<file path="src/design/pcni_pkg.sv">
package pcni_pkg;

  // Fixed field widths
  localparam int COORD_W  = 16;
  localparam int CFG_W    = 7;
  localparam int INDEX_W  = 18;
  localparam int MAX_DIMS = 3;

  // Internal widths cover the full legal range of cells per side (up to 64)
  localparam int CELL_W = 6;
  localparam int N_W    = 7;

  localparam int MIN_CELLS = 4;

  // Parameter defaults
  localparam int DIMENSIONS_DEF = 3;
  localparam int MAX_CELLS_DEF  = 64;

  // Neighbor offset codes: -1, 0, +1
  localparam logic [1:0] OFF_MINUS = 2'd0;
  localparam logic [1:0] OFF_ZERO  = 2'd1;
  localparam logic [1:0] OFF_PLUS  = 2'd2;

  typedef struct packed {
    logic signed [COORD_W-1:0] coord_2;
    logic signed [COORD_W-1:0] coord_1;
    logic signed [COORD_W-1:0] coord_0;
  } in_item_t;

  typedef struct packed {
    logic [INDEX_W-1:0] cell_index;
    logic               last;
  } out_item_t;

  // Home cell of a point in every dimension, with the grid size it used
  typedef struct packed {
    logic [MAX_DIMS-1:0][CELL_W-1:0] home;
    logic [N_W-1:0]                  n;
  } cell_set_t;

  // Index digits, most significant first, padded with zeros on top
  typedef struct packed {
    logic [MAX_DIMS-1:0][CELL_W-1:0] digit;
    logic [N_W-1:0]                  n;
    logic                            last;
  } digit_set_t;

endpackage

</file>
<file path="src/design/pcni_cell_front.sv">
module pcni_cell_front (
  input  logic                clk,
  input  logic                rst,
  input  logic                in_valid,
  output logic                in_ready,
  input  pcni_pkg::in_item_t  in_data,
  input  logic [pcni_pkg::N_W-1:0] n,
  output logic                out_valid,
  input  logic                out_ready,
  output pcni_pkg::cell_set_t out_cells
);
  import pcni_pkg::*;

  logic                              v1;
  logic [MAX_DIMS-1:0][COORD_W-1:0]  u1;
  logic [N_W-1:0]                    n1;
  logic                              v2;
  cell_set_t                         cells2;
  logic                              ready2;
  logic [MAX_DIMS-1:0][COORD_W-1:0]  u_in;
  logic [MAX_DIMS-1:0][COORD_W+N_W-1:0] prod;

  assign ready2   = !v2 || out_ready;
  assign in_ready = !v1 || ready2;

  // Bias the signed coordinate by half the box: flip the sign bit
  always_comb begin
    u_in[0] = {~in_data.coord_0[COORD_W-1], in_data.coord_0[COORD_W-2:0]};
    u_in[1] = {~in_data.coord_1[COORD_W-1], in_data.coord_1[COORD_W-2:0]};
    u_in[2] = {~in_data.coord_2[COORD_W-1], in_data.coord_2[COORD_W-2:0]};
  end

  // Cell = (u * n) >> 16, exact floor, always below n
  always_comb begin
    for (int d = 0; d < MAX_DIMS; d++) begin
      prod[d] = u1[d] * n1;
    end
  end

  // Stage 1: input register; stage 2: cell register
  always_ff @(posedge clk) begin
    if (rst) begin
      v1 <= 1'b0;
      v2 <= 1'b0;
    end else begin
      if (in_ready) v1 <= in_valid;
      if (ready2) v2 <= v1;
    end
    if (in_valid && in_ready) begin
      u1 <= u_in;
      n1 <= n;
    end
    if (v1 && ready2) begin
      for (int d = 0; d < MAX_DIMS; d++) begin
        cells2.home[d] <= prod[d][COORD_W +: CELL_W];
      end
      cells2.n <= n1;
    end
  end

  assign out_valid = v2;
  assign out_cells = cells2;

endmodule

</file>
<file path="src/design/pcni_index_pipe.sv">
module pcni_index_pipe (
  input  logic                 clk,
  input  logic                 rst,
  input  logic                 in_valid,
  output logic                 in_ready,
  input  pcni_pkg::digit_set_t in_digits,
  output logic                 out_valid,
  input  logic                 out_ready,
  output pcni_pkg::out_item_t  out_data
);
  import pcni_pkg::*;

  logic                        v4;
  logic [2*CELL_W-1:0]         acc4;
  logic [CELL_W-1:0]           low4;
  logic [N_W-1:0]              n4;
  logic                        last4;
  logic                        v5;
  out_item_t                   out5;
  logic                        ready5;
  logic [CELL_W+N_W-1:0]       mul_hi;
  logic [2*CELL_W-1:0]         acc_next;
  logic [2*CELL_W+N_W-1:0]     idx_full;

  assign ready5   = !v5 || out_ready;
  assign in_ready = !v4 || ready5;

  // First multiply-add: top digit times n plus middle digit
  assign mul_hi   = in_digits.digit[0] * in_digits.n;
  assign acc_next = mul_hi[2*CELL_W-1:0] + {{CELL_W{1'b0}}, in_digits.digit[1]};

  // Second multiply-add: partial index times n plus low digit
  assign idx_full = acc4 * n4 + {{(CELL_W+N_W){1'b0}}, low4};

  always_ff @(posedge clk) begin
    if (rst) begin
      v4 <= 1'b0;
      v5 <= 1'b0;
    end else begin
      if (in_ready) v4 <= in_valid;
      if (ready5) v5 <= v4;
    end
    if (in_valid && in_ready) begin
      acc4  <= acc_next;
      low4  <= in_digits.digit[2];
      n4    <= in_digits.n;
      last4 <= in_digits.last;
    end
    if (v4 && ready5) begin
      out5.cell_index <= idx_full[INDEX_W-1:0];
      out5.last       <= last4;
    end
  end

  assign out_valid = v5;
  assign out_data  = out5;

endmodule

</file>
<file path="src/design/periodic_cell_neighbor_indexer_unit.sv">
// Channel | Dir | Handshake            | Payload
// in      | in  | in_valid / in_ready  | in_data  (coord_0, coord_1, coord_2)
// out     | out | out_valid / out_ready| out_data (cell_index, last)
// cfg     | in  | cfg_valid / cfg_ready| cfg_data (cells_per_side)
//
// Each point gives 3^DIMENSIONS results (27 at three dimensions), one per cycle;
// the neighbor sequencer emits one index per cycle and takes the next point
// as it emits the last one; results pass front, sequencer and index registers.
// Reset clears all valid bits and sets cells per side to 4.
// A stall on out holds every stage in place; up to two points wait upstream.
module periodic_cell_neighbor_indexer_unit #(
  parameter int DIMENSIONS         = pcni_pkg::DIMENSIONS_DEF,
  parameter int MAX_CELLS_PER_SIDE = pcni_pkg::MAX_CELLS_DEF
) (
  input  logic                      clk,
  input  logic                      rst,
  input  logic                      in_valid,
  output logic                      in_ready,
  input  pcni_pkg::in_item_t        in_data,
  output logic                      out_valid,
  input  logic                      out_ready,
  output pcni_pkg::out_item_t       out_data,
  input  logic                      cfg_valid,
  output logic                      cfg_ready,
  input  logic [pcni_pkg::CFG_W-1:0] cfg_data
);
  import pcni_pkg::*;

  localparam int PAD = MAX_DIMS - DIMENSIONS;

  logic [N_W-1:0]   n_reg;
  logic [N_W-1:0]   n_clamped;

  logic             fv;
  logic             f_ready;
  cell_set_t        fcells;

  logic                              v3;
  logic [MAX_DIMS-1:0][2:0][CELL_W-1:0] trip;
  logic [MAX_DIMS-1:0][2:0][CELL_W-1:0] trip_in;
  logic [N_W-1:0]                    n3;
  logic [MAX_DIMS-1:0][1:0]          off;
  logic [MAX_DIMS-1:0][1:0]          off_next;
  logic                              last3;
  logic                              emit;
  logic                              ip_ready;
  logic [MAX_DIMS-1:0][CELL_W-1:0]   g;
  digit_set_t                        digits;
  logic [N_W-1:0]                    nm1;
  logic                              carry;

  // Configuration: grid size, clamped to the legal range on write
  assign cfg_ready = 1'b1;

  always_comb begin
    if (cfg_data < CFG_W'(MIN_CELLS)) begin
      n_clamped = N_W'(MIN_CELLS);
    end else if (cfg_data > CFG_W'(MAX_CELLS_PER_SIDE)) begin
      n_clamped = N_W'(MAX_CELLS_PER_SIDE);
    end else begin
      n_clamped = N_W'(cfg_data);
    end
  end

  always_ff @(posedge clk) begin
    if (rst) begin
      n_reg <= N_W'(MIN_CELLS);
    end else if (cfg_valid && cfg_ready) begin
      n_reg <= n_clamped;
    end
  end

  // Stages 1-2: bias and home cell
  pcni_cell_front u_front (
    .clk       (clk),
    .rst       (rst),
    .in_valid  (in_valid),
    .in_ready  (in_ready),
    .in_data   (in_data),
    .n         (n_reg),
    .out_valid (fv),
    .out_ready (f_ready),
    .out_cells (fcells)
  );

  // Periodic wrap of the three neighbor coordinates per dimension
  assign nm1 = fcells.n - 1'b1;

  always_comb begin
    for (int d = 0; d < MAX_DIMS; d++) begin
      trip_in[d][OFF_MINUS] = (fcells.home[d] == '0) ? nm1[CELL_W-1:0]
                                                     : fcells.home[d] - 1'b1;
      trip_in[d][OFF_ZERO]  = fcells.home[d];
      trip_in[d][OFF_PLUS]  = (fcells.home[d] == nm1[CELL_W-1:0]) ? '0
                                                     : fcells.home[d] + 1'b1;
    end
  end

  // Stage 3: neighbor sequencer, dimension 0 offset steps fastest
  always_comb begin
    last3 = 1'b1;
    for (int d = 0; d < DIMENSIONS; d++) begin
      if (off[d] != OFF_PLUS) last3 = 1'b0;
    end
  end

  always_comb begin
    carry = 1'b1;
    for (int d = 0; d < MAX_DIMS; d++) begin
      off_next[d] = off[d];
      if (d < DIMENSIONS && carry) begin
        if (off[d] == OFF_PLUS) begin
          off_next[d] = OFF_MINUS;
        end else begin
          off_next[d] = off[d] + 1'b1;
          carry       = 1'b0;
        end
      end
    end
  end

  assign emit    = v3 && ip_ready;
  assign f_ready = !v3 || (emit && last3);

  always_ff @(posedge clk) begin
    if (rst) begin
      v3  <= 1'b0;
      off <= {MAX_DIMS{OFF_MINUS}};
    end else begin
      if (f_ready) v3 <= fv;
      if (fv && f_ready) begin
        for (int d = 0; d < MAX_DIMS; d++) off[d] <= OFF_MINUS;
      end else if (emit) begin
        off <= off_next;
      end
    end
    if (fv && f_ready) begin
      trip <= trip_in;
      n3   <= fcells.n;
    end
  end

  // Digits of this neighbor, placed so that the last dimension is the low digit
  always_comb begin
    for (int d = 0; d < MAX_DIMS; d++) begin
      g[d] = trip[d][off[d]];
    end
    for (int j = 0; j < MAX_DIMS; j++) begin
      if (j >= PAD) begin
        digits.digit[j] = g[j - PAD];
      end else begin
        digits.digit[j] = '0;
      end
    end
    digits.n    = n3;
    digits.last = last3;
  end

  // Stages 4-5: mixed-radix index
  pcni_index_pipe u_index (
    .clk       (clk),
    .rst       (rst),
    .in_valid  (v3),
    .in_ready  (ip_ready),
    .in_digits (digits),
    .out_valid (out_valid),
    .out_ready (out_ready),
    .out_data  (out_data)
  );

endmodule

</file>
<file path="config.mk">
export PLATFORM = sky130hd
export DESIGN_NAME = periodic_cell_neighbor_indexer_unit
export DESIGN_NICKNAME = d
export VERILOG_FILES = /design/src/design/pcni_pkg.sv /design/src/design/pcni_cell_front.sv /design/src/design/pcni_index_pipe.sv /design/src/design/periodic_cell_neighbor_indexer_unit.sv
export SDC_FILE = /design/constraint.sdc
export NUM_CORES = 1
export LEC_CHECK = 0
export BUFFER_PORTS_ARGS = -buffer_cell sky130_fd_sc_hd__buf_2
export CORE_MARGIN = 2
export CORE_UTILIZATION = 45
export CTS_BUF_LIST = sky130_fd_sc_hd__clkbuf_2 sky130_fd_sc_hd__clkbuf_4 sky130_fd_sc_hd__clkbuf_8
export CTS_CLUSTER_SIZE = 28
export DETAILED_ROUTE_END_ITERATION = 10
export HOLD_SLACK_MARGIN = 0.08
export PLACE_DENSITY_LB_ADDON = 0.08
export SYNTH_ARGS = -nofsm -noshare
export SYNTH_HDL_FRONTEND = slang
export SYNTH_SLANG_ARGS = --single-unit
</file>
<file path="constraint.sdc">
create_clock -name clk -period 5.9 [get_ports clk]
set_input_delay 1.18 -clock clk [delete_from_list [all_inputs] [get_ports clk]]
set_output_delay 1.18 -clock clk [all_outputs]
set_load 0.03 [all_outputs]
</file>
# Word-level counts from Yosys, hierarchy flattened
# Index checks and enable logic that the tools add are counted.
# totals
regBits,204
in_bits,60
out_inout_bits,22
elab_cells,109
# classes
add_sub_neg,12
multipliers,5
order_cmp,5
n_eq_ne,9
muxes,20
bitwise,3
reduce_logical,22
# op_table
op,count
multiplier 16 x 7 -> 22 bit,3
binary-select mux 6 bit (select 2 bit),3
2-to-1 mux 6 bit,6
"subtractor 6 x 1 -> 6 bit, second input constant",4
adder 18 x 6 -> 18 bit,1
"adder 6 x 1 -> 6 bit, second input constant",3
equality test 6 bit,3
logical NOT 6 bit,3
multiplier 12 x 7 -> 18 bit,1
2-to-1 mux 7 bit,2
adder 12 x 6 -> 12 bit,1
multiplier 6 x 7 -> 12 bit,1
"< comparator 2 x 3 -> 1 bit, second input constant",3
"greater-than comparator 7 bit, second input constant",1
"< comparator 7 x 3 -> 1 bit, second input constant",1
"adder 2 x 1 -> 2 bit, second input constant",3
"equality test 2 bit, second input constant",3
logical AND 1 bit,6
2-to-1 mux 1 bit,6
2-to-1 mux 2 bit,3
"!= test 2 bit, second input constant",3
logical NOT 1 bit,5
logical OR 1 bit,5
AND reduction 2 bit,2
2 further kinds,4

# Logic depth before layout (Yosys ltp)
# Gate-level depths: netlist of run 1.
# logic_depth
word_depth,9
mapped_depth,20
mapped_depth_nobuf,18

# Cells and area by module
# From an unflattened synthesis of run 1, not the netlist that was laid out.
# hier_totals
cells_unflattened,2152
area_unflattened_um2,21983.6
# modules_own_cells
mod,n_inst,cells_each,area_per_inst_um2,seq_area_each_um2
pcni_cell_front,1,1183,11903.9,2442.3
pcni_index_pipe,1,588,5984.5,1391.3
periodic_cell_neighbor_indexer_unit,1,381,4095.2,2112.0

# Worst setup path after synthesis of run 1
# No wires, ideal clock.
# synth_path
kind,reg-to-reg
start,reg u_front.n1[6]
end,"reg u_front.cells2, in the netlist u_front.out_cells[18], data pin"
setup_ps,260
arrival_time_ps,4667
required_ps,5640
path_slack_ps,973
path_stages_with_launch,19
n_path_buf,2
period_less_slack_ps,4927
path_cell_list,edfxtp_1 -> clkbuf_1 -> clkbuf_1 -> nand2_1 -> fa_1 -> fa_1 -> inv_1 -> fa_1 -> inv_1 -> fa_1 -> inv_1 -> ha_1 -> nand3_1 -> nor2_1 -> a311o_1 -> o41ai_2 -> o21ai_1 -> a21oi_1 -> xnor2_1
# synth_lines
element,line_no,rtl
"start, declared",pcni_cell_front.sv:16,logic [N_W-1:0] n1;
"start signal, assigned",pcni_cell_front.sv:51,n1 <= n;
"end, declared",pcni_cell_front.sv:18,cell_set_t cells2;

==> results of run 1 <==
## through the flow
step	cells	hold slack [ps]
2_1_floorplan	2061	400
3_3_place_gp	2698	403
3_5_place_dp	2698	407
4_1_cts	2766	421
5_1_grt	2766	441
6_report	2767	420
## cell usage in the layout, fill, tap and decap left out, drive strengths merged, types with 17 or more instances in the layout
master and n:
a21o 18, fa 278, and2 333, nor2 80, nand3 17, xnor2 63, nor2b 22, a21oi 61
clkbuf 55, buf 96, nor3 18, edfxtp 186, xor2 33, dfxtp 18, ha 194, nand2 171
inv 338, mux2i 27, o21ai 41
## layer usage
layer,share of wire [%],global-route usage [%]
met1,46,26.9
met2,48,34.0
met3,3.4,3.03
met4,2.0,4.73
met5,0,0
## cell families after synthesis
logic type      count (synthesis)
compound gates                175
other cells                     1
flops                         204
mux                            27
fa+ha+maj                     472
simple gates                  684
xor+xnor                       96
buf+inv                       402
## area by class of cell
| type | count | share of cell area (%) |
|---|---|---|
| repair buffers | 96 | 2.51 |
| inverters | 336 | 5.43 |
| clock buffers | 55 | 2.83 |
| well taps | 607 | 3.27 |
| diodes | 1 | 0.0108 |
| multi-input cells | 1455 | 60.0 |
| clock inverters | 13 | 0.297 |
| flip-flops and latches | 204 | 25.6 |
## critical path: stages (launching register included)
cell                       delay, ps
sky130_fd_sc_hd__edfxtp_1        990
sky130_fd_sc_hd__buf_4           360
sky130_fd_sc_hd__and2_1          170
sky130_fd_sc_hd__fa_1            450
sky130_fd_sc_hd__fa_1            510
sky130_fd_sc_hd__fa_1            490
sky130_fd_sc_hd__inv_1            50
sky130_fd_sc_hd__fa_1            490
sky130_fd_sc_hd__inv_1            40
sky130_fd_sc_hd__ha_1            300
sky130_fd_sc_hd__and3_1          190
sky130_fd_sc_hd__nand3_1         100
sky130_fd_sc_hd__o31a_1          310
sky130_fd_sc_hd__o31ai_2         350
sky130_fd_sc_hd__and2_1          240
sky130_fd_sc_hd__a21oi_1          90
sky130_fd_sc_hd__xnor2_1         130
## power by group
| group | switching, mW | internal (mW) |
|---|---|---|
| Sequential | 0.211 | 1.96 |
| Clock | 0.627 | 0.718 |
| Combinational | 2.43 | 1.99 |
## path summary, 6_finish.rpt
path	start	endpoint	slack, ps	cells after the start
worst min register to register	u_index.last4$_DFFE_PP_	u_index.out_data[0]$_DFFE_PP_	420	0
worst max-delay path	u_front.n1[2]$_DFFE_PP_	u_front.out_cells[8]$_DFFE_PP_	340	16
worst max register to register	u_front.n1[2]$_DFFE_PP_	u_front.out_cells[8]$_DFFE_PP_	340	16
worst min-delay path	u_index.last4$_DFFE_PP_	u_index.out_data[0]$_DFFE_PP_	420	0
==> qor.json, run 1 <==
{
  "outcome": {
    "outcome": "completed"
  },
  "clock_network": {
    "cts_hold_buffers": 0,
    "clk_path_buf_depth": 3,
    "tritoncts": "built",
    "h-tree-depth": 2,
    "root_buffer": "sky130_fd_sc_hd__clkbuf_8",
    "post-cts-setup-buffers": 0,
    "cts.repair.resized": 0,
    "clk_pin_slew_ps": 60,
    "skew_pair_late_insertion_delay_ps": 610,
    "cts.sinks": 204,
    "clock_buffers_created_by_tritoncts": 39
  },
  "synthesis": {
    "ys_types": 66,
    "synth_mux_area_share_pct": 1.26,
    "synth_xor_area_share_pct": 4.00,
    "synth_adder_area_share_pct": 37.4,
    "yosys_register_bits": 204,
    "post-synth-top-area-cell": "sky130_fd_sc_hd__edfxtp_1",
    "synth_area_um2": 21400,
    "postSynthNetCount": 2593,
    "post_synth_inst_count": 2061,
    "synth-warning-count": 0,
    "post_synth_and_or_nand_nor_area_fraction_pct": 17.2,
    "post_synthesis_mean_instance_area_um2": 10.4,
    "ranking_of_synthesized_cells_by_area": "sky130_fd_sc_hd__edfxtp_1 26%, sky130_fd_sc_hd__fa_1 26%, sky130_fd_sc_hd__ha_1 11%",
    "synth-compound-area-share_pct": 5.18,
    "synth.top_cell.area_share_pct": 26.1,
    "largest_family_of_logic_cells_by_synthesized_area": "adder cells",
    "netlist_top_cells_count": "336 x sky130_fd_sc_hd__inv_1, 333 x sky130_fd_sc_hd__and2_1, 278 x sky130_fd_sc_hd__fa_1",
    "synth_top_flop_cell": "sky130_fd_sc_hd__edfxtp_1",
    "post-synth-top-count-cell": "sky130_fd_sc_hd__inv_1",
    "sequential_share_of_the_synthesized_area_pct": 27.8,
    "async_set_or_reset_register_ratio_after_synthesis_pct": 0,
    "synth_edf_count": 186
  },
  "global_routing": {
    "grt_antenna_before_repair": 0,
    "first_global_vias": 15124,
    "globalRouteOverflowTotal": 0,
    "global_route.usage.total_pct": 20.0,
    "largest_net_degree_at_the_start_of_global_routing": 63,
    "global_route_wire_length_before_repair_um": 78900
  },
  "layout": {
    "area_delta_synth_final_pct": 8.53,
    "register_name_with_the_most_flops": "trip",
    "area.sequential_um2": 5950,
    "drive_above_1_share_pct": 8.34,
    "nNetsFinal": 2664,
    "multiInputGateArea_um2": 13900,
    "utilization_pct": 49.6,
    "fill_count": 4301,
    "design_area_um2": 23200,
    "largest_register_ffs": 54
  },
  "critical_path": {
    "timing.setup.critical_path_class": "reg2reg",
    "cp_data_arrival_time_ps": 5890,
    "worst-endpoint-required_ps": 6230,
    "critical_path.startpoint_type": "register",
    "critPathMaxFanout": 26,
    "end_kind": "register"
  },
  "route": {
    "wl_per_cell_um": 16.9,
    "postRouteWirelength_um": 46600,
    "drt_drc_violations_left": 0,
    "drt_pre_antenna_iters": 5,
    "routed_via_density": 5.05,
    "detail-route-antenna-nets": 0,
    "first_iter_violations": 565,
    "routed-via-count": 13970
  },
  "placement": {
    "gp_congestion": 0.827,
    "count_of_port_buffers_added_during_placement": 80,
    "place_worst_setup_slack_ps": 367,
    "placement.cell_area_um2": 22500,
    "dp_hpwl_um": 34700
  },
  "power": {
    "worst_ir_drop_vdd_uv": 262,
    "total_leakage_power_nw": 10.7,
    "total_power_mw": 7.93,
    "cellPowerDensity_nw_per_um2": 342
  },
  "timing": {
    "worst-slew-pin-transition_ps": 1100,
    "layout_setup_ws_ps": 341,
    "achievable-frequency_mhz": 180,
    "finalCriticalPeriod_ps": 5560,
    "finalSetupTns_ps": 0,
    "clock_skew_ps": 45.8,
    "finalHoldViolations": 0,
    "setup_viol": 0,
    "worst_slew_margin_rel_pct": 26.3,
    "setup_repair_after_global_routing_missed_its_margin": "false",
    "fin_crit_sh_pct": 94.2,
    "slew_viol_final": 0
  },
  "die": {
    "die_h_um": 222,
    "io_pins": 82,
    "floorplan.initialDensity_pct": 45.7,
    "fp.dieArea_um2": 49300,
    "fp-row-count": 79,
    "chip_width_um": 222,
    "core_area_um2": 46800
  },
  "run": {
    "max-cap-violations": 0
  },
  "hold_path": {
    "min-delay-path-class": "reg2reg"
  }
}
Power figures use the tool's default switching activity.
==> inputs of run 2 (changes only) <==
==> constraint.sdc (replaced) <==
create_clock -name clk -period 5.9 [get_ports clk]
set_input_delay 0.59 -clock clk [delete_from_list [all_inputs] [get_ports clk]]
set_output_delay 0.59 -clock clk [all_outputs]
set_load 0.03 [all_outputs]
==> run 2 against run 1 <==
Net effect: global-route usage shrank 0.11 points; critical endpoint is now u_front.out_cells[10]$_DFFE_PP_; count of clock-buffer cells in the layout increased by 5; sequential share of layout area decreased by 0.088 points; critical path type unchanged; die area is the same; via count up 0.32%; critical path depth unchanged; non-clock buffer count down 1; total power rose by 1.9%.
==> qor.json, run 2 (same netlist as run 1, synthesis figures left out) <==
{
  "outcome": {
    "outcome": "completed"
  },
  "clock_network": {
    "root_buffer": "sky130_fd_sc_hd__clkbuf_8",
    "post-cts-setup-buffers": {"value": 0, "change": "unchanged"},
    "h-tree-depth": {"value": 2, "change": "unchanged"},
    "skew_pair_late_insertion_delay": {"value": 600, "unit": "ps", "change": "about the same"},
    "clk_path_buf_depth": {"value": 3, "change": "unchanged"},
    "cts.repair.resized": {"value": 0, "change": "unchanged"},
    "cts_hold_buffers": {"value": 0, "change": "unchanged"},
    "cts.sinks": {"value": 204, "change": "unchanged"},
    "clk_pin_slew": {"value": 60, "unit": "ps", "change": "about the same"},
    "tritoncts": "built",
    "clock_buffers_created_by_tritoncts": {"value": 39, "change": "unchanged"}
  },
  "placement": {
    "placement.cell_area": {"value": 22500, "unit": "um^2", "change": "about the same"},
    "placed_cells_incl_taps": {"value": 2697, "change": "-0.037%"},
    "count_of_port_buffers_added_during_placement": {"value": 80, "change": "unchanged"},
    "gp_congestion": {"value": 0.830, "change": "+0.36%"},
    "dp_hpwl": {"value": 34900, "unit": "um", "change": "+0.50%"}
  },
  "global_routing": {
    "grt_use_met3": {"value": 2.97, "unit": "%", "change": "-0.066 points"},
    "global_route_wire_length_before_repair": {"value": 78800, "unit": "um", "change": "about the same"},
    "globalRouteMet1Util": {"value": 26.4, "unit": "%", "change": "-0.44 points"},
    "largest_net_degree_at_the_start_of_global_routing": {"value": 56, "change": "-11%"},
    "grt_antenna_before_repair": {"value": 0, "change": "unchanged"},
    "global_route.usage.total": {"value": 19.9, "unit": "%", "change": "-0.11 points"},
    "top_usage_layer": "met2",
    "globalRouteOverflowTotal": {"value": 0, "change": "unchanged"},
    "first_global_vias": {"value": 15236, "change": "+0.74%"},
    "grt_use_met2": {"value": 34.2, "unit": "%", "change": "+0.19 points"}
  },
  "route": {
    "first_iter_violations": {"value": 576, "change": "+1.9%"},
    "detail-route-antenna-nets": {"value": 0, "change": "unchanged"},
    "drt_drc_violations_left": {"value": 0, "change": "unchanged"},
    "postRouteWirelength": {"value": 46600, "unit": "um", "change": "about the same"},
    "drt_pre_antenna_iters": {"value": 5, "change": "unchanged"},
    "routed-via-count": {"value": 14015, "change": "+0.32%"},
    "routed_via_density": {"value": 5.07, "change": "+0.32%"},
    "wl_per_cell": {"value": 16.9, "unit": "um", "change": "about the same"}
  },
  "timing": {
    "finalCriticalPeriod": {"value": 5490, "unit": "ps", "change": "-72.7 ps"},
    "setup_repair_after_global_routing_missed_its_margin": "false",
    "finalSetupTns": {"value": 0, "unit": "ps", "change": "unchanged"},
    "worst-slew-pin-transition": {"value": 1110, "unit": "ps", "change": "+12.1 ps"},
    "worst_slew_margin_rel": {"value": 25.4, "unit": "%", "change": "-0.81 points"},
    "clock_skew": {"value": 39.8, "unit": "ps", "change": "-6.02 ps"},
    "slew_viol_final": {"value": 0, "change": "unchanged"},
    "fin_crit_sh": {"value": 93.0, "unit": "%", "change": "-1.2 points"},
    "finalHoldViolations": {"value": 0, "change": "unchanged"},
    "setup_viol": {"value": 0, "change": "unchanged"},
    "achievable-frequency": {"value": 182, "unit": "MHz", "change": "+1.3%"}
  },
  "layout": {
    "most_common_cell_after_layout_fill_and_taps_aside": "sky130_fd_sc_hd__inv_1",
    "layout_common_cells": "336 x sky130_fd_sc_hd__inv_1, 333 x sky130_fd_sc_hd__and2_1, 278 x sky130_fd_sc_hd__fa_1",
    "design_area": {"value": 23300, "unit": "um^2", "change": "+0.34%"},
    "area_delta_synth_final_pct": 8.91,
    "finalNonFillerCells": {"value": 2767, "change": "unchanged"},
    "area.sequential": {"value": 5950, "unit": "um^2", "change": "unchanged"},
    "utilization": {"value": 49.8, "unit": "%", "change": "+0.17 points"},
    "nNetsFinal": {"value": 2663, "change": "-0.038%"},
    "fill_count": {"value": 4308, "change": "+0.16%"},
    "drive_above_1_share": {"value": 8.52, "unit": "%", "change": "+0.18 points"},
    "multiInputGateArea": {"value": 13900, "unit": "um^2", "change": "unchanged"},
    "num_antenna_cells": {"value": 0, "change": "-1"},
    "register_name_with_the_most_flops": "trip",
    "largest_register_ffs": {"value": 54, "change": "unchanged"}
  },
  "die": {
    "core_area": {"value": 46800, "unit": "um^2", "change": "unchanged"},
    "floorplan.initialDensity": {"value": 45.7, "unit": "%", "change": "unchanged"},
    "die_h": {"value": 222, "unit": "um", "change": "unchanged"},
    "fp-row-count": {"value": 79, "change": "unchanged"},
    "io_pins": {"value": 82, "change": "unchanged"},
    "chip_width": {"value": 222, "unit": "um", "change": "unchanged"},
    "fp.dieArea": {"value": 49300, "unit": "um^2", "change": "unchanged"}
  },
  "critical_path": {
    "timing.rr.end": "u_front.out_cells[10]$_DFFE_PP_",
    "cp_data_arrival_time": {"value": 5800, "unit": "ps", "change": "-90 ps"},
    "end_kind": "register",
    "last_element_of_the_critical_path": "u_front.out_cells[10]$_DFFE_PP_",
    "critPathMaxFanout": {"value": 26, "change": "unchanged"},
    "critical_path.startpoint_type": "register",
    "r2r-start": "u_front.n1[2]$_DFFE_PP_",
    "r2r.worst_path.cells": {"value": 16, "change": "unchanged"},
    "crit_start": "u_front.n1[2]$_DFFE_PP_",
    "timing.setup.critical_path_class": "reg2reg",
    "worst-r2r-setup-slack": {"value": 410, "unit": "ps", "change": "+70 ps"},
    "worst-endpoint-required": {"value": 6210, "unit": "ps", "change": "-20 ps"}
  },
  "power": {
    "worst_ir_drop_vdd": {"value": 247, "unit": "uV", "change": "-5.5%"},
    "cellPowerDensity": {"value": 347, "unit": "nW/um^2", "change": "+1.5%"},
    "total_leakage_power": {"value": 10.8, "unit": "nW", "change": "+0.33%"},
    "total_power": {"value": 8.08, "unit": "mW", "change": "+1.9%"}
  },
  "run": {
    "max-cap-violations": {"value": 0, "change": "unchanged"}
  },
  "hold_path": {
    "min-delay-path-class": "in2reg"
  }
}
==> run 2: cell type report <==
type	instances	share of cell area, %
clock buffers	60	3.04
clock inverters	10	0.467
inverters	336	5.42
multi-input cells	1455	59.8
flip-flops and latches	204	25.5
well taps	607	3.26
repair buffers	95	2.47
==> run 2: worst min path at each step <==
stage                                   startpoint                        to  slack [ps]  cells after the start
floorplan           u_front.out_cells[6]$_DFFE_PP_           n3[6]$_DFFE_PP_         400                      0
global placement    u_front.out_cells[6]$_DFFE_PP_           n3[6]$_DFFE_PP_         400                      0
detailed placement  u_front.out_cells[6]$_DFFE_PP_           n3[6]$_DFFE_PP_         410                      0
CTS                                    in_data[22]  u_front.u1[22]$_DFFE_PP_         100                      1
global route                           in_data[36]  u_front.u1[36]$_DFFE_PP_         120                      1
finish                                 in_data[22]  u_front.u1[22]$_DFFE_PP_         160                      1
==> run 2: power by group <==
part	leakage, nW	switching, mW	total (mW)	internal, mW
combinational	8.46	2.45	4.44	1.98
sequential	1.90	0.210	2.16	1.95
clock	0.432	0.626	1.48	0.852
total	10.8	3.29	8.08	4.79
==> run 2: worst max-delay path, stage by stage, from the launching register on <==
cell and delay (ps):
sky130_fd_sc_hd__edfxtp_1 970, sky130_fd_sc_hd__buf_4 350, sky130_fd_sc_hd__and2_1 170, sky130_fd_sc_hd__fa_1 450, sky130_fd_sc_hd__fa_1 510, sky130_fd_sc_hd__fa_1 490
sky130_fd_sc_hd__inv_1 50, sky130_fd_sc_hd__fa_1 470, sky130_fd_sc_hd__inv_1 40, sky130_fd_sc_hd__ha_1 300, sky130_fd_sc_hd__and3_1 210, sky130_fd_sc_hd__a221oi_1 290
sky130_fd_sc_hd__o31a_1 200, sky130_fd_sc_hd__o31ai_2 90, sky130_fd_sc_hd__and2_1 210, sky130_fd_sc_hd__o311ai_1 310, sky130_fd_sc_hd__a21oi_1 70
==> run 2: routing by layer <==
metal	up-vias	share of wire, %
met3	59	3.7
met5	-	0
met4	0	1.9
met1	7041	45
met2	207	49
li1	6708	-
==> run 2: through the flow <==
step / hold WS (ps) / setup slack (ps)
6_report: 165 / 414
5_1_grt: 115 / 44.9
4_1_cts: 95.8 / 362
3_5_place_dp: 412 / 370
3_3_place_gp: 404 / 413
2_1_floorplan: 400 / 973
